==> config.mk <==
export PLATFORM = sky130hd
export DESIGN_NAME = pcqp_root_cell
export DESIGN_NICKNAME = d
export VERILOG_FILES = /design/src/hw/rtl/pcqp_pkg.sv /design/src/hw/rtl/pcqp_root_cell.sv
export SDC_FILE = /design/constraint.sdc
export NUM_CORES = 1
export LEC_CHECK = 0
export BUFFER_PORTS_ARGS = -buffer_cell sky130_fd_sc_hd__buf_4
export CORE_ASPECT_RATIO = 0.7
export CORE_MARGIN = 5
export CORE_UTILIZATION = 45
export CTS_CLUSTER_DIAMETER = 150
export DETAILED_ROUTE_END_ITERATION = 10
export GPL_TIMING_DRIVEN = 0
export MAX_ROUTING_LAYER = met4
export PLACE_DENSITY_LB_ADDON = 0.2
export SLEW_MARGIN = 40
export SYNTH_ARGS = -nofsm -noshare
export SYNTH_HDL_FRONTEND = slang
export SYNTH_SLANG_ARGS = --single-unit
export TNS_END_PERCENT = 30
==> constraint.sdc <==
create_clock -name clk -period 15.9 [get_ports clk]
set_input_delay 3.975 -clock clk [delete_from_list [all_inputs] [get_ports clk]]
set_output_delay 3.975 -clock clk [all_outputs]
set_load 0.02 [all_outputs]
==> src/hw/rtl/pcqp_pkg.sv <==
// shared codes, defaults and sideband type of the penalty curve evaluator
package pcqp_pkg;

  localparam int FRAC_BITS_DEF = 16;
  localparam int WORD_BITS_DEF = 32;
  localparam int CFG_INDEX_BITS = 3;

  typedef enum logic [1:0] {
    ACT_VALUE   = 2'd0,
    ACT_SLOPE   = 2'd1,
    ACT_BEND    = 2'd2,
    ACT_INVERSE = 2'd3
  } action_t;

  // how the quotient is turned into a magnitude at the end of the chain
  typedef enum logic [1:0] {
    KIND_MAG  = 2'd0,
    KIND_CUBE = 2'd1,
    KIND_SQRT = 2'd2
  } kind_t;

  localparam logic [CFG_INDEX_BITS-1:0] REG_CURVATURE  = 3'd0;
  localparam logic [CFG_INDEX_BITS-1:0] REG_KNEE_WIDTH = 3'd1;
  localparam logic [CFG_INDEX_BITS-1:0] REG_SHIFT_X    = 3'd2;
  localparam logic [CFG_INDEX_BITS-1:0] REG_SHIFT_Y    = 3'd3;
  localparam logic [CFG_INDEX_BITS-1:0] REG_FLIP_X     = 3'd4;
  localparam logic [CFG_INDEX_BITS-1:0] REG_FLIP_Y     = 3'd5;

  typedef struct packed {
    action_t act;
    kind_t   kind;
    logic    fault;
    logic    ovf;
  } side_t;

endpackage

==> src/hw/rtl/pcqp_root_cell.sv <==
// one digit cell of the square / cube root: tries bit B of the root
module pcqp_root_cell #(
  parameter int QB = 96,
  parameter int RB = 34,
  parameter int B  = 0
) (
  input  logic                clk,
  input  logic                rst,
  input  logic                adv,
  input  logic                in_valid,
  input  logic [QB-1:0]       in_q,
  input  logic [RB-1:0]       in_r,
  input  logic [2*RB-1:0]     in_r2,
  input  logic [3*RB-1:0]     in_r3,
  input  pcqp_pkg::side_t     in_side,
  output logic                out_valid,
  output logic [QB-1:0]       out_q,
  output logic [RB-1:0]       out_r,
  output logic [2*RB-1:0]     out_r2,
  output logic [3*RB-1:0]     out_r3,
  output pcqp_pkg::side_t     out_side
);

  localparam int R2W = 2 * RB;
  localparam int R3W = 3 * RB;
  localparam int MW  = (R3W > QB) ? R3W : QB;

  logic [R2W-1:0] c2;
  logic [R3W-1:0] c3;
  logic [R3W-1:0] t_r2;
  logic [R3W-1:0] t_r;
  logic           cube;
  logic           fit;

  // (r + 2^B)^2 and (r + 2^B)^3 from running r, r^2, r^3 with shifts and adds
  assign t_r2 = R3W'(in_r2) << B;
  assign t_r  = R3W'(in_r) << (2 * B);
  assign c2   = in_r2 + (R2W'(in_r) << (B + 1)) + (R2W'(1) << (2 * B));
  assign c3   = in_r3 + t_r2 + (t_r2 << 1) + t_r + (t_r << 1) + (R3W'(1) << (3 * B));
  assign cube = in_side.kind == pcqp_pkg::KIND_CUBE;
  assign fit  = cube ? (MW'(c3) <= MW'(in_q)) : (MW'(c2) <= MW'(in_q));

  always_ff @(posedge clk) begin
    if (rst) begin
      out_valid <= 1'b0;
    end else if (adv) begin
      out_valid <= in_valid;
    end
  end

  always_ff @(posedge clk) begin
    if (adv) begin
      out_q    <= in_q;
      out_side <= in_side;
      if (fit) begin
        out_r  <= in_r | (RB'(1) << B);
        out_r2 <= c2;
        out_r3 <= c3;
      end else begin
        out_r  <= in_r;
        out_r2 <= in_r2;
        out_r3 <= in_r3;
      end
    end
  end

endmodule

-- After elaboration in Yosys (flattened, before gate mapping)
Index checks and enable logic that the tools add are counted.
Widths: inputs -> output; s select.
- $add $sub $neg: 7
- magnitude comparators: 2
- eq/ne operators: 1
- mux-type cells: 3
- operators by type and width (kind ; number):
    $add 102x1->102 const B ; 1
    $add 102x34->102 ; 1
    $add 102x35->102 ; 1
    $add 102x68->102 ; 1
    $add 102x69->102 ; 1
    $le 102x96->1 ; 1
    $mux 102 ; 1
    $le 68x96->1 ; 1
    $add 68x1->68 const B ; 1
    $add 68x35->68 ; 1
    $mux 68 ; 1
    $eq 2x1->1 const B ; 1
    $mux 1 ; 1
- flip-flop bits (word level): 307
- output and inout port bits: 307
- word-level logic and storage cells: 23

-- Longest topological paths before layout
- depth in word-level cells: 8
- depth in mapped cells: 35
- depth with buffers taken out: 32

-- Least setup slack after synthesis
Ideal clock, no wire load.
- path kind: input to register
- start: input in_r[1]
- end: register out_r2[13], data pin
- library setup time: 0.260 ns
- arrival: 11.299 ns
- required time: 15.640 ns
- slack: 4.341 ns
- stages: 33
- cells stage by stage: inv_1 fa_1 inv_1 fa_1 inv_1 fa_1 inv_1 ha_1 fa_1 a21o_1 a221oi_1 o2bb2ai_1 a21oi_1 o31ai_1 nand3_1 a21o_1 and4_1 clkbuf_1 nand4_1 nor3_1 xor2_1 ha_1 nand4_1 nor2_1 nand4_1 nor4bb_1 a31oi_1 a2111oi_1 nand4_2 o31ai_4 buf_6 buf_4 mux2_2
- longest elaborated chain between the ends: 6
- elaborated cells between the ends (all ways): 9
- classes of those cells: add/sub: 5; order compare: 2; mux: 2
- RTL lines (element ; RTL line ; text):
    start, declared ; pcqp_root_cell.sv:12 ; input logic [RB-1:0] in_r,
    $add 102x34->102 ; pcqp_root_cell.sv:39 ; assign c3 = in_r3 + t_r2 + (t_r2 << 1) + t_r + (t_r << 1) + (R3W'(1) << (3 * B));
    $add 102x35->102 ; pcqp_root_cell.sv:39 ;
    $add 102x1->102 ; pcqp_root_cell.sv:39 ;
    $le 102x96->1 ; pcqp_root_cell.sv:41 ; assign fit = cube ? (MW'(c3) <= MW'(in_q)) : (MW'(c2) <= MW'(in_q));
    $mux 1 ; pcqp_root_cell.sv:41 ;
    $mux 68 (*) ; pcqp_root_cell.sv:55 ; if (fit) begin
    end signal, assigned ; pcqp_root_cell.sv:61 ; out_r2 <= in_r2;
    end, declared ; pcqp_root_cell.sv:19 ; output logic [2*RB-1:0] out_r2,
Every way passes the cells marked *; elsewhere a longest branch is shown, timed or not.
A chain may end at the register's enable or synchronous reset.

-- Worst setup path in the final report
- start: input in_r[1]
- end: register out_r3[29], data pin
- longest elaborated chain between the ends: 6
- elaborated cells between the ends (all ways): 9
- classes of those cells: add/sub: 5; order compare: 2; mux: 2
- RTL lines (element ; RTL line ; text):
    $add 102x34->102 ; pcqp_root_cell.sv:39 ;
    $add 102x35->102 ; pcqp_root_cell.sv:39 ;
    $add 102x1->102 ; pcqp_root_cell.sv:39 ;
    $le 102x96->1 ; pcqp_root_cell.sv:41 ;
    $mux 1 ; pcqp_root_cell.sv:41 ;
    $mux 102 (*) ; pcqp_root_cell.sv:55 ;
    end signal, assigned ; pcqp_root_cell.sv:62 ; out_r3 <= in_r3;
    end, declared ; pcqp_root_cell.sv:20 ; output logic [3*RB-1:0] out_r3,
Marked as above.

==> summary.md <==
| Metric | Value |
|---|---|
| Final number of setup-violating endpoints | `0` |
| Post CTS Setup Buffer Count | `0` |
| Total clock buffers created by CTS | `34` |
| Worst-margin pin slew | `0.912 ns` |
| Power per standard cell area | `134 nW/um2` |
| Part of the total power dissipated in combinational logic | `58.1%` |
| Cell Int Power | `0.00258 W` |
| DRC violations left | `0` |
| Synth area leaders | `sky130_fd_sc_hd__edfxtp_1 (33%), sky130_fd_sc_hd__ha_1 (17%), sky130_fd_sc_hd__fa_1 (9.9%)` |
| Clk_skew | `0 ns` |
| CTS H-tree depth | `2` |
| Clock power frac | `16.9%` |
| Fraction of synthesis flops using an asynchronous set or reset pin | `0%` |
| Crit share post-route | `94.7%` |
| Starting Density | `45.8%` |
| Vias | `23600` |
| Post-Synth Adder-Cell Area | `26.9%` |
| Post-synthesis area per instance | `10.3 um2` |
| Placeable core region | `60200 um2` |
| TritonCTS clock tree | `yes` |
| Mux cell area share after synthesis | `3.13%` |
| Buffers on Ports | `609` |
| Cell at the root of the clock tree | `sky130_fd_sc_hd__clkbuf_16` |
| Leading cell type in the layout, fill and taps excluded | `sky130_fd_sc_hd__buf_4` |
| Non-filler instance count after layout | `4165` |
| Final-report hold violation count | `0` |
| Fraction of post-synthesis cell area in the top cell type by area | `33.3%` |
| Worst min-delay path class | `register to register` |
| Number of global-route vias before repair | `23400` |
| Total die area | `66400 um2` |
| Number of nets with antenna violations after detailed routing | `0` |
| Post-synthesis cell type count | `86` |
| Endpoint required time on the critical path | `16.08 ns` |
| Fin nets | `4147` |
| Synthesized cell area | `27600 um2` |
| Number of optimization iterations in the first detailed-route pass | `7` |
| Critical path capture point type | `register` |
| Hold endpoint | `out_valid` |
| Number of synthesized flops with an enable pin | `306` |
| Startpoint of the worst hold path | `out_valid` |
| HPWL reported at the end of detailed placement | `82.3 mm` |
| Seq cells post-synth | `307` |
| Unrepaired setup endpoints after global routing | `no` |
| Xor-xnor portion of the synthesized cell area | `6.80%` |
| Sequential group share of total power | `25.0%` |
| Final routed wirelength across all metal layers | `97.4 mm` |
| Maximum clock rate | `66.4 MHz` |
| Number of violations of the max-capacitance limit | `0` |
| Insertion delay of the later-clocked pin in the worst-skew pair | `0.56 ns` |
| RR Endpoint | `out_valid` |
| I/O pins | `617` |
| Hold Path Cell Cnt | `2` |
| FP Rows | `75` |
| Die Height | `217 um` |
| Max_slew headroom | `39.2%` |
| Combinational family with the most area after synthesis | `adder cells` |
| R2R Setup Slk | `15.33 ns` |
| Gate count of the mapped netlist | `2678` |
| Source of the worst register-to-register timing path | `out_valid` |
| Post-route cell area | `34400 um2` |
| CP max stage cell | `sky130_fd_sc_hd__a221oi_1` |
| Overall die width | `306 um` |
| Data arrival time of the worst path | `15.24 ns` |
| Proportion of synthesized chip area in sequential cells | `33.4%` |
| Pin count of the biggest net entering global routing | `80` |
| Switching fraction of total power | `43.9%` |
| Cell area after placement | `33300 um2` |
| Post-Syn Nets | `3498` |
| Number of clock sinks | `307` |
| Clock transition at the registers of the reported paths | `0.06 ns` |
| Start-to-end type of the worst setup path | `input pin to register` |
| Largest stage delay on the critical path | `0.77 ns` |
| Count of warnings emitted by yosys | `0` |
| First-pass GRT wire length | `144 mm` |
| Cell accounting for the most synthesized area | `sky130_fd_sc_hd__edfxtp_1` |
| Mean routed wirelength per cell | `23.4 um` |
| Max Slew Vio Count | `0` |
| Quantity of hold-fixing buffers added after cts | `0` |
| Global route overflow | `0` |
| CTS resizes | `0` |
| Syn-to-layout area delta | `24.7%` |
| Overall routing resource usage | `29.0%` |
| Minimum period implied by the final worst setup slack | `15.06 ns` |
| Final core occ | `57.1%` |
| Result of the run | `completed` |
| Commonest cells after routing, fill and taps aside | `sky130_fd_sc_hd__buf_4 (616), sky130_fd_sc_hd__ha_1 (374), sky130_fd_sc_hd__edfxtp_1 (306)` |
| Share of synthesized cell area in and, or, nand and nor gates | `11.2%` |
| Number of filler instances in the final layout | `5365` |
| Detail-routed via count per cell | `5.66` |
| Cell count after placement | `4099` |
| Clock buffer depth | `3` |
| Initial antenna violation count | `5` |
| Layout cells sized above 1 | `23.5%` |
| Flip-flop cell with the highest count after synthesis | `sky130_fd_sc_hd__edfxtp_1` |
| Critical path launch point type | `input pin` |
| Compound-cell area share of the yosys netlist | `13.3%` |
| Worst IR drop on VDD | `0.0852 mV` |
| P_leak | `15.7 nW` |
| Number of cells traversed by the worst register-to-register path | `2` |
| Net switching power figure | `0.00202 W` |
| Critical Path Fanout Max | `10` |
| First DRT Iteration DRCs | `1916` |
| RD Place Congestion | `0.964` |
-- critical path, delay by kind of cell --
kind | cells | cell delay (ns)
fa+ha+maj | 6 | 2.52
simple gates | 9 | 2.64
buf+inv | 8 | 1.51
compound gates | 10 | 4.36
xor+xnor | 1 | 0.18
-- area by class of cell --
cell class / count / area [um2] / area share (%)
Clock buffer: 38 / 866 / 2.52
Buffer: 69 / 315 / 0.917
Sequential cell: 307 / 9210 / 26.8
Timing Repair Buffer: 613 / 4690 / 13.6
Clock inverter: 23 / 190 / 0.553
Inverter: 305 / 1140 / 3.33
Antenna cell: 5 / 12.5 / 0.0364
Tap cell: 808 / 1010 / 2.94
Multi-Input combinational cell: 1997 / 16900 / 49.3
-- power by group through the flow --
stage	Clock [W]	Combinational [W]	Sequential (W)
global placement	0	0.00258	0.00117
detailed placement	0	0.00262	0.00116
finish	0.000779	0.00267	0.00115
global route	0.000837	0.00294	0.00116
floorplan	0	0.00152	0.00134
CTS	0.000800	0.00265	0.00115
-- sequential cells by signal, indices dropped and copies added (netlist names) --
name / count
out_side: 6
out_r: 34
out_valid: 1
out_r3: 102
out_q: 96
out_r2: 68
-- routing by layer --
| metal | up-vias | share of wire (%) | track usage [%] |
|---|---|---|---|
| met2 | 1022 | 45 | 44.7 |
| met3 | 86 | 7.8 | 5.58 |
| li1 | 10900 | - | - |
| met5 | - | 0 | - |
| met1 | 11500 | 46 | 40.7 |
| met4 | 0 | 1.7 | 5.20 |
-- cells in the mapped netlist, types with 10 or more instances --
library cell                 n
sky130_fd_sc_hd__ha_1      374
sky130_fd_sc_hd__edfxtp_1  306
sky130_fd_sc_hd__inv_1     304
sky130_fd_sc_hd__nand2_1   212
sky130_fd_sc_hd__a21oi_1   191
sky130_fd_sc_hd__o21ai_0   139
sky130_fd_sc_hd__fa_1      136
sky130_fd_sc_hd__xnor2_1   134
sky130_fd_sc_hd__nor2_1     94
sky130_fd_sc_hd__nand4_1    82
sky130_fd_sc_hd__xor2_1     80
sky130_fd_sc_hd__mux2_2     74
sky130_fd_sc_hd__a21o_1     72
sky130_fd_sc_hd__nand3_1    45
sky130_fd_sc_hd__clkbuf_1   44
sky130_fd_sc_hd__nor3_1     31
sky130_fd_sc_hd__a211oi_1   27
sky130_fd_sc_hd__o21bai_1   25
sky130_fd_sc_hd__nand2b_1   24
sky130_fd_sc_hd__and3_1     22
sky130_fd_sc_hd__o21a_1     19
sky130_fd_sc_hd__nor4_1     17
sky130_fd_sc_hd__and2_1     15
sky130_fd_sc_hd__and4_1     15
sky130_fd_sc_hd__nor2b_1    15
sky130_fd_sc_hd__buf_2      14
sky130_fd_sc_hd__a221oi_1   11
sky130_fd_sc_hd__a31oi_1    11
sky130_fd_sc_hd__o31ai_1    10
sky130_fd_sc_hd__or3_1      10
-- cell families (layout without fill, tap and decap cells) --
logic type,after synthesis,in the layout
xor+xnor,214,214
buf+inv,374,1048
simple gates,613,613
mux,77,77
flops,307,307
other cells,0,5
fa+ha+maj,510,510
compound gates,583,583
-- worst max-delay path by stage --
stage | startpoint | end | cells after the start
4_1_cts | in_r[1] | out_r3[29] | 32
6_report | in_r[1] | out_r3[29] | 34
2_1_floorplan | in_r[1] | out_r2[13] | 33
5_1_grt | in_r[1] | out_r3[29] | 34
3_3_place_gp | in_r[3] | out_r3[29] | 32
3_5_place_dp | in_r[1] | out_r3[29] | 32
-- stage by stage --
step	hold slack, ns	setup TNS [ns]	worst slack [ns]	total power (W)
global placement	0.475	-0.166	-0.166	0.00375
CTS	0.505	0	0.941	0.00460
finish	0.498	0	0.843	0.00460
floorplan	0.579	0	4.34	0.00286
global route	0.576	0	0.400	0.00494
detailed placement	0.492	0	0.424	0.00379
Power figures use the tool's default switching activity.
