## src/hw/rtl/pcqp_pkg.sv

```systemverilog
// shared codes, defaults and sideband type of the penalty curve evaluator
package pcqp_pkg;

  localparam int FRAC_BITS_DEF = 16;
  localparam int WORD_BITS_DEF = 32;
  localparam int CFG_INDEX_BITS = 3;

  typedef enum logic [1:0] {
    ACT_VALUE   = 2'd0,
    ACT_SLOPE   = 2'd1,
    ACT_BEND    = 2'd2,
    ACT_INVERSE = 2'd3
  } action_t;

  // how the quotient is turned into a magnitude at the end of the chain
  typedef enum logic [1:0] {
    KIND_MAG  = 2'd0,
    KIND_CUBE = 2'd1,
    KIND_SQRT = 2'd2
  } kind_t;

  localparam logic [CFG_INDEX_BITS-1:0] REG_CURVATURE  = 3'd0;
  localparam logic [CFG_INDEX_BITS-1:0] REG_KNEE_WIDTH = 3'd1;
  localparam logic [CFG_INDEX_BITS-1:0] REG_SHIFT_X    = 3'd2;
  localparam logic [CFG_INDEX_BITS-1:0] REG_SHIFT_Y    = 3'd3;
  localparam logic [CFG_INDEX_BITS-1:0] REG_FLIP_X     = 3'd4;
  localparam logic [CFG_INDEX_BITS-1:0] REG_FLIP_Y     = 3'd5;

  typedef struct packed {
    action_t act;
    kind_t   kind;
    logic    fault;
    logic    ovf;
  } side_t;

endpackage

```

## src/hw/rtl/pcqp_div_cell.sv

```systemverilog
// one restoring division cell: settles one quotient bit per cycle while adv is high
module pcqp_div_cell #(
  parameter int ND  = 132,
  parameter int DW  = 66,
  parameter int QB  = 96,
  parameter int IDX = 0
) (
  input  logic                   clk,
  input  logic                   rst,
  input  logic                   adv,
  input  logic                   in_valid,
  input  logic [ND-1:0]          in_rem,
  input  logic [DW-1:0]          in_d,
  input  logic [QB-1:0]          in_q,
  input  pcqp_pkg::side_t        in_side,
  output logic                   out_valid,
  output logic [ND-1:0]          out_rem,
  output logic [DW-1:0]          out_d,
  output logic [QB-1:0]          out_q,
  output pcqp_pkg::side_t        out_side
);

  localparam int CW = (DW + IDX > ND) ? DW + IDX : ND;

  logic [CW-1:0] dsh;
  logic [CW-1:0] rem_x;
  logic          ge;

  assign dsh   = CW'(in_d) << IDX;
  assign rem_x = CW'(in_rem);
  assign ge    = rem_x >= dsh;

  always_ff @(posedge clk) begin
    if (rst) begin
      out_valid <= 1'b0;
    end else if (adv) begin
      out_valid <= in_valid;
    end
  end

  always_ff @(posedge clk) begin
    if (adv) begin
      out_rem  <= ge ? ND'(rem_x - dsh) : in_rem;
      out_q    <= in_q | (ge ? (QB'(1) << IDX) : QB'(0));
      out_d    <= in_d;
      out_side <= in_side;
    end
  end

endmodule

```

## config.mk

```make
export PLATFORM = sky130hd
export DESIGN_NAME = pcqp_div_cell
export DESIGN_NICKNAME = d
export VERILOG_FILES = /design/src/hw/rtl/pcqp_pkg.sv /design/src/hw/rtl/pcqp_div_cell.sv
export SDC_FILE = /design/constraint.sdc
export NUM_CORES = 1
export LEC_CHECK = 0
export BUFFER_PORTS_ARGS = -buffer_cell sky130_fd_sc_hd__buf_4
export CAP_MARGIN = 40
export CORE_AREA = 2 2 236 238
export CTS_CLUSTER_DIAMETER = 50
export DETAILED_ROUTE_END_ITERATION = 8
export DIE_AREA = 0 0 238 240
export MAX_ROUTING_LAYER = met4
export SYNTH_ARGS = -nofsm -noshare
export SYNTH_HDL_FRONTEND = slang
export SYNTH_SLANG_ARGS = --single-unit
```

## constraint.sdc

```tcl
create_clock -name clk -period 5.4 [get_ports clk]
set_clock_uncertainty 0.2 [all_clocks]
set_input_delay 1.35 -clock clk [delete_from_list [all_inputs] [get_ports clk]]
set_output_delay 1.35 -clock clk [all_outputs]
set_load 0.01 [all_outputs]
```

[After elaboration in Yosys (flattened, before gate mapping)]
Index checks and enable logic that the tools add are counted.
Storage, ports and cells
  bits in registers: 301
  bits in latches: 0
  RAM bits: 0
  memory bits (read-only): 0
  word-level logic and storage cells: 13
  memories kept: 0
Cells by class
  add/subtract/negate cells: 1
  multipliers: 0
  divide/modulo/power cells: 0
  order comparisons: 1
  equal/unequal tests: 0
  shifts and indexed selects: 0
  mux-type cells: 2
  bitwise gates (word level): 1
  reduce and logical (&&, ||, !) cells: 0
Operator list (count)
  $ge 132x66->1: 1
  $mux 132: 1
  $sub 132x66->132: 1
  $or 96x1->96: 1
  $mux 1: 1

[Logic depth before layout (Yosys ltp)]
Gate-level depths: netlist (run 1).
  word-level depth: 3
  depth in mapped cells: 15
  mapped depth without buffers: 14

[Worst setup path before layout (run 1)]
Ideal clock, no wire load.
  path kind: input to register
  from: input in_d[65]
  to: register out_rem[105] (data pin)
  arrival time: 4.209 ns
  slack: 0.720 ns
  stages: 14
  path through: inv_1 ha_1 clkbuf_1 nand4bb_1 nor4_1 and3_1 and4b_1 a211o_2 nor2_8 nor4_4 nand3_2 buf_4 o41ai_1 o31ai_1
Between the ends
  cells in the longest elaborated chain, start to end: 2
  elaborated cells between the ends (all ways): 3
  those cells by class: add/sub: 1; order compare: 1; mux: 1
Ends and longest elaborated chain
  from (decl): line pcqp_div_cell.sv:13  | input logic [DW-1:0] in_d,
  $sub 132x66->132 or $ge 132x66->1 (tied branches): line pcqp_div_cell.sv:43, pcqp_div_cell.sv:31
  $mux 132 (*): line pcqp_div_cell.sv:43  | out_rem <= ge ? ND'(rem_x - dsh) : in_rem;
  to (signal assigned): line pcqp_div_cell.sv:43
  to (decl): line pcqp_div_cell.sv:17  | output logic [ND-1:0] out_rem,
Every way passes the cells marked *; elsewhere a longest branch is shown, timed or not.
A chain may end at the register's enable or synchronous reset.

[Final worst setup path (run 1)]
  from: input in_rem[122]
  to: register out_rem[84] (data pin)
Between the ends
  cells in the longest elaborated chain, start to end: 2
Ends and longest elaborated chain
  from (decl): line pcqp_div_cell.sv:12  | input logic [ND-1:0] in_rem,
  $ge 132x66->1: line pcqp_div_cell.sv:31  | assign ge = rem_x >= dsh;
  $mux 132: line pcqp_div_cell.sv:43
No other way between the ends.

==> flow_summary.ini, run 1 <==
[outcome]
status = finished clean

[clock_tree]
clockBufferDepth = 3
ctsResizeCount = 0
clock-sinks = 301
clock_latency_ns = 0.57
postCtsSetupBuffers = 0
cts_made_buffers = 47
cts.clk_slew.worst_paths_ns = 0.05
ctsHoldBuffers = 0
h-tree-depth = 2
cts_root_buf = clkbuf_16
cts_tree = done

[worst_setup_path]
crit_end = out_rem[84]$_DFFE_PP_
timing.rr.end = out_valid$_SDFFE_PP0P_
r2r_slack_ns = 4.60
timing.rr.start = out_valid$_SDFFE_PP0P_
crit_start = in_rem[122]
crit_chain = buf_4 -> or4_1 -> nor4_1 -> buf_4 -> nand2_1 -> nor4_2 -> buf_4 -> buf_4 -> a21oi_1 -> or4_1 -> a2111oi_0 -> xor2_1
crit_path_end_kind = flip-flop
crit_fanout = 4
critPathMostFrequentCell = buf_4
crit_buf_inv = 4
critPathSlowestCell = or4_1
cp.required_ns = 5.49
reg2reg_depth = 2
cp_slowest_stage_delay_ns = 0.68
start_kind = primary input
crit_cells = 12
worstPathArrival_ns = 4.74
path_delay_family = simple AND/OR/NAND/NOR gates
crit_type = primary input to flip-flop

[die]
start_util_pct = 29.9
fp.dieW_um = 238
die-area_sq_um = 57100
die_y_um = 240
io_pins = 605
core_area_sq_um = 54700
std_cell_rows = 86

[sta]
postLayoutSetupSlackWorst_ns = 0.746
finalSetupTns_ns = 0
drv_slew = 0
max_clock_freq_ghz = 0.215
finalCriticalPeriod_ns = 4.65
fin_crit_sh_pct = 86.2
worst_pin_slew_ns = 1.00
maxSlewHeadroom_pct = 33.1
rsz0062_at_grt = no
hold_viol = 0
finalSetupViolations = 0

[final_layout]
finalInstanceArea_sq_um = 23700
mostFrequentLayoutCell = buf_4
final_cell_mix = buf_4, edfxtp_1, nand2_1
layout-drive-gt1-share_pct = 35.2
syn_to_final_growth_pct = 44.9
finalNetCount = 2543

[route]
firstDrtPassIters = 5
drc_errors = 0
vias = 14909
wirelength_um = 66200
antenna_left = 0
drt_iter0_drc = 1185
viasPerCell = 5.11
avgRoutedWirePerCell_um = 22.7

[pwr]
combPwrFrac_pct = 20.8
internal-power_mw = 5.31
ir_drop_v = 0.000178
p_per_area_nw_per_um2 = 314
power_frac_clock_pct = 39.8
switchingPower_mw = 2.12
seq_power_share_pct = 39.5
switching_share_pct = 28.5
p_leak_nw = 9.86

[logic_synthesis]
avgSynthCellArea_sq_um = 10.8
synth_edf_count = 300
synth-seq-area-share_pct = 55.3
postSynth.asyncResetShare_pct = 0
ys_seq_elements = 301
ys_warn_count = 0
syn-cell-area_sq_um = 16300
syn_nets = 1876
synthCells = 1505
yosysUniqueCellTypes = 68
synth_top_flop_cell = edfxtp_1

[min_path]
hold_class = flip-flop to flip-flop

[placed_design]
dp_hpwl_um = 53600
io_buffers = 604
gp_congestion = 0.930
placed_area_sq_um = 22100
dpl_worst_slack_ns = 0.123

[run]
cap_viol_max_count = 0

[global_routing]
grt_max_degree = 122
track_usage_pct = 22.7
grt_overflow = 0
antenna_found_initial = 5
grt_pass1_vias = 14706
grt_pass1_wl_um = 93900
## sequential cells by signal, indices dropped and copies added (netlist names)
| register | flops |
|---|---|
| out_rem | 132 |
| out_q | 96 |
| out_d | 66 |
| out_side | 6 |
| out_valid | 1 |
## cells in the mapped netlist (all sizes together) (9+ instances only)
cell type | count | area share, %
inv | 83 | 1.9
nand4 | 43 | 1.7
o211ai | 10 | 0.46
nor4 | 32 | 1.5
nor3 | 46 | 1.5
clkbuf | 46 | 1.1
nor2 | 105 | 2.5
xnor2 | 58 | 3.1
xor2 | 69 | 3.7
a21oi | 107 | 3.3
o21a | 9 | 0.41
o21ai | 111 | 3.4
nand2b | 9 | 0.35
or4 | 20 | 0.94
buf | 12 | 0.44
o21bai | 18 | 0.83
or3 | 15 | 0.58
a21o | 42 | 1.9
nand2 | 172 | 4.0
ha | 66 | 5.1
nand3 | 32 | 1.0
edfxtp | 300 | 55
## worst min path at each step
stage	end	slack [ns]	startpoint	cells after the start
after global routing	out_valid$_SDFFE_PP0P_	0.39	out_valid$_SDFFE_PP0P_	2
after floorplan	out_valid$_SDFFE_PP0P_	0.33	out_valid$_SDFFE_PP0P_	2
after CTS	out_valid$_SDFFE_PP0P_	0.33	out_valid$_SDFFE_PP0P_	2
final	out_valid$_SDFFE_PP0P_	0.33	out_valid$_SDFFE_PP0P_	2
after global placement	out_valid$_SDFFE_PP0P_	0.28	out_valid$_SDFFE_PP0P_	2
after detailed placement	out_valid$_SDFFE_PP0P_	0.31	out_valid$_SDFFE_PP0P_	2
## through the flow
step | std cells | utilization, % | power (mW) | hold slack, ns
global placement | 2827 | 40.4 | 4.51 | 0.281
finish | 2920 | 43.3 | 7.43 | 0.326
detailed placement | 2827 | 40.4 | 4.51 | 0.313
floorplan | 1505 | - | 3.61 | 0.328
CTS | 2914 | 43.2 | 7.50 | 0.335
global route | 2919 | 43.3 | 7.73 | 0.393
## tightest hold or removal path, delay by kind of cell, from the launching register on
kind | cells | cell delay [ns]
DFF | 1 | 0.33
and+or+nand+nor | 1 | 0.08
muxes | 1 | 0.07
## area by class of cell
| type | instances | area [sq um] |
|---|---|---|
| Fill cell | 5242 | 31000 |
| Sequential cell | 301 | 9030 |
| Multi-Input combinational cell | 1063 | 6730 |
| Timing Repair Buffer | 676 | 5140 |
| Clock buffer | 52 | 1220 |
| Tap cell | 704 | 881 |
| Clock inverter | 35 | 319 |
| Inverter | 83 | 312 |
| Antenna cell | 6 | 15.0 |
## power by group through the flow
| stage | registers, mW | logic (mW) | clock network [mW] |
|---|---|---|---|
| global placement | 2.98 | 1.53 | 0 |
| floorplan | 3.09 | 0.526 | 0 |
| detailed placement | 2.98 | 1.54 | 0 |
| finish | 2.93 | 1.54 | 2.95 |
| CTS | 2.94 | 1.54 | 3.02 |
| global route | 2.95 | 1.66 | 3.11 |
## cells by family (layout without fill, tap and decap cells)
logic type,after synthesis,in the layout,share of synthesized area (%)
adder cells (fa/ha/maj),67,67,5.18
XOR/XNOR,127,127,6.82
AO/OA/AOI/OAI,352,352,13.1
multiplexers,6,6,0.406
AND/OR/NAND/NOR,511,511,15.8
other,0,6,0
flip-flops,301,301,55.3
buffers and inverters,141,846,3.40
## per-layer routing
metal / track usage, % / part of all wire, %
met3: 4.57 / 7.2
met5: - / 0
met4: 8.73 / 3.5
met2: 37.4 / 49
met1: 27.6 / 41
(Power assumes the default switching activity.)
==> inputs of run 2 (changes only) <==
Settings changed: MAX_ROUTING_LAYER met4 to default.
==> flow_summary.ini, run 2 (synthesis gave the netlist of run 1 again) <==
[worst_setup_path]
crit_chain = buf_4 -> or4_1 -> nor4_1 -> nand2_1 -> or4_4 -> a211o_2 -> nor2_8 -> buf_12 -> mux2_2
crit_path_end_kind = flip-flop
critPathSlowestCell = or4_1
r2r_slack_ns = 4.61
crit_type = primary input to flip-flop
timing.rr.start = out_valid$_SDFFE_PP0P_
crit_end = out_rem[1]$_DFFE_PP_
start_kind = primary input
crit_start = in_rem[122]
reg2reg_depth = 2
worstPathArrival_ns = 4.92
cp_slowest_stage_delay_ns = 0.65
cp.required_ns = 5.51
crit_fanout = 121
timing.rr.end = out_valid$_SDFFE_PP0P_

[global_routing]
grt_pass1_wl_um = 93000
track_usage_pct = 21.7
grt_max_degree = 122
grt_pass1_vias = 14655
antenna_found_initial = 5
grt_overflow = 0

[final_layout]
mostFrequentLayoutCell = buf_4
final_cell_mix = buf_4, edfxtp_1, nand2_1
reg_top3 = out_rem (132), out_q (96), out_d (66)
finalNetCount = 2527
largest_reg_flops = 132
syn_to_final_growth_pct = 44.0
finalInstanceArea_sq_um = 23500
fill_cells = 5300
largest-register = out_rem
layout-drive-gt1-share_pct = 34.6
final_cells = 2900

[die]
std_cell_rows = 86
die_y_um = 240
fp.dieW_um = 238
core_area_sq_um = 54700
die-area_sq_um = 57100
start_util_pct = 29.9
io_pins = 605

[clock_tree]
cts.clk_slew.worst_paths_ns = 0.05
ctsResizeCount = 0
cts_made_buffers = 45
ctsHoldBuffers = 0
postCtsSetupBuffers = 0
h-tree-depth = 2
cts_tree = done
clock-sinks = 301
clockBufferDepth = 3
cts_root_buf = clkbuf_16
clock_latency_ns = 0.57

[sta]
rsz0062_at_grt = no
hold_slack_ns = 0.322
finalCriticalPeriod_ns = 4.81
drv_slew = 0
maxSlewHeadroom_pct = 38.7
finalSetupViolations = 0
worst_pin_slew_ns = 0.920
postLayoutSetupSlackWorst_ns = 0.589
finalSetupTns_ns = 0
fin_crit_sh_pct = 89.1
max_clock_freq_ghz = 0.208
hold_viol = 0

[route]
antenna_left = 0
avgRoutedWirePerCell_um = 22.5
firstDrtPassIters = 5
viasPerCell = 5.06
drc_errors = 0
wirelength_um = 65200
drt_iter0_drc = 1023
vias = 14687

[placed_design]
placed_area_sq_um = 22000
dp_hpwl_um = 53100
gp_congestion = 0.910
dpl_worst_slack_ns = 0.170
dp.cells = 2813
io_buffers = 604

[run]
cap_viol_max_count = 0

[pwr]
ir_drop_v = 0.000248
p_leak_nw = 9.77
p_per_area_nw_per_um2 = 316

[min_path]
hold_class = flip-flop to flip-flop

[outcome]
status = finished clean
[run 2: final cells by class]
type,count,area [sq um],area share (%)
Timing Repair Buffer,662,5010,21.3
Clock inverter,32,349,1.49
Multi-Input combinational cell,1063,6730,28.7
Sequential cell,301,9030,38.4
Tap cell,704,881,3.75
Antenna cell,5,12.5,0.0533
Inverter,83,312,1.33
Clock buffer,50,1170,4.96
[run 2: critical path, delay by kind of cell]
family	cells	cell delay (ns)
buffers and inverters	2	0.51
multiplexers	1	0.40
AO/OA/AOI/OAI	1	0.34
AND/OR/NAND/NOR	5	2.21
[run 2: through the flow]
stage | utilization, % | power [mW]
after floorplan | - | 3.61
after global placement | 40.2 | 4.50
after detailed placement | 40.2 | 4.51
after CTS | 43.0 | 7.47
after global routing | 43.0 | 7.71
final | 43.0 | 7.41
[run 2: worst min-delay path by stage]
stage,start,to,slack (ns),cells past startpoint
after detailed placement,out_valid$_SDFFE_PP0P_,out_valid$_SDFFE_PP0P_,0.31,2
after global placement,out_valid$_SDFFE_PP0P_,out_valid$_SDFFE_PP0P_,0.28,2
after CTS,out_valid$_SDFFE_PP0P_,out_valid$_SDFFE_PP0P_,0.33,2
after floorplan,out_valid$_SDFFE_PP0P_,out_valid$_SDFFE_PP0P_,0.33,2
after global routing,out_valid$_SDFFE_PP0P_,out_valid$_SDFFE_PP0P_,0.36,2
final,out_valid$_SDFFE_PP0P_,out_valid$_SDFFE_PP0P_,0.32,2
[run 2: where the power goes]
| group | internal [mW] | switching [mW] | leakage [nW] |
|---|---|---|---|
| Combinational | 0.693 | 0.839 | 6.09 |
| Sequential | 2.85 | 0.0784 | 2.94 |
| Clock | 1.75 | 1.20 | 0.742 |
| Total | 5.30 | 2.11 | 9.77 |
[run 2: metal layers]
metal	GRT usage, %	vias to the layer above	share of wire (%)
met2	36.9	602	49
met5	0	-	0
met4	7.95	0	3.0
met3	4.25	95	6.6
li1	-	6908	-
met1	27.4	7082	41
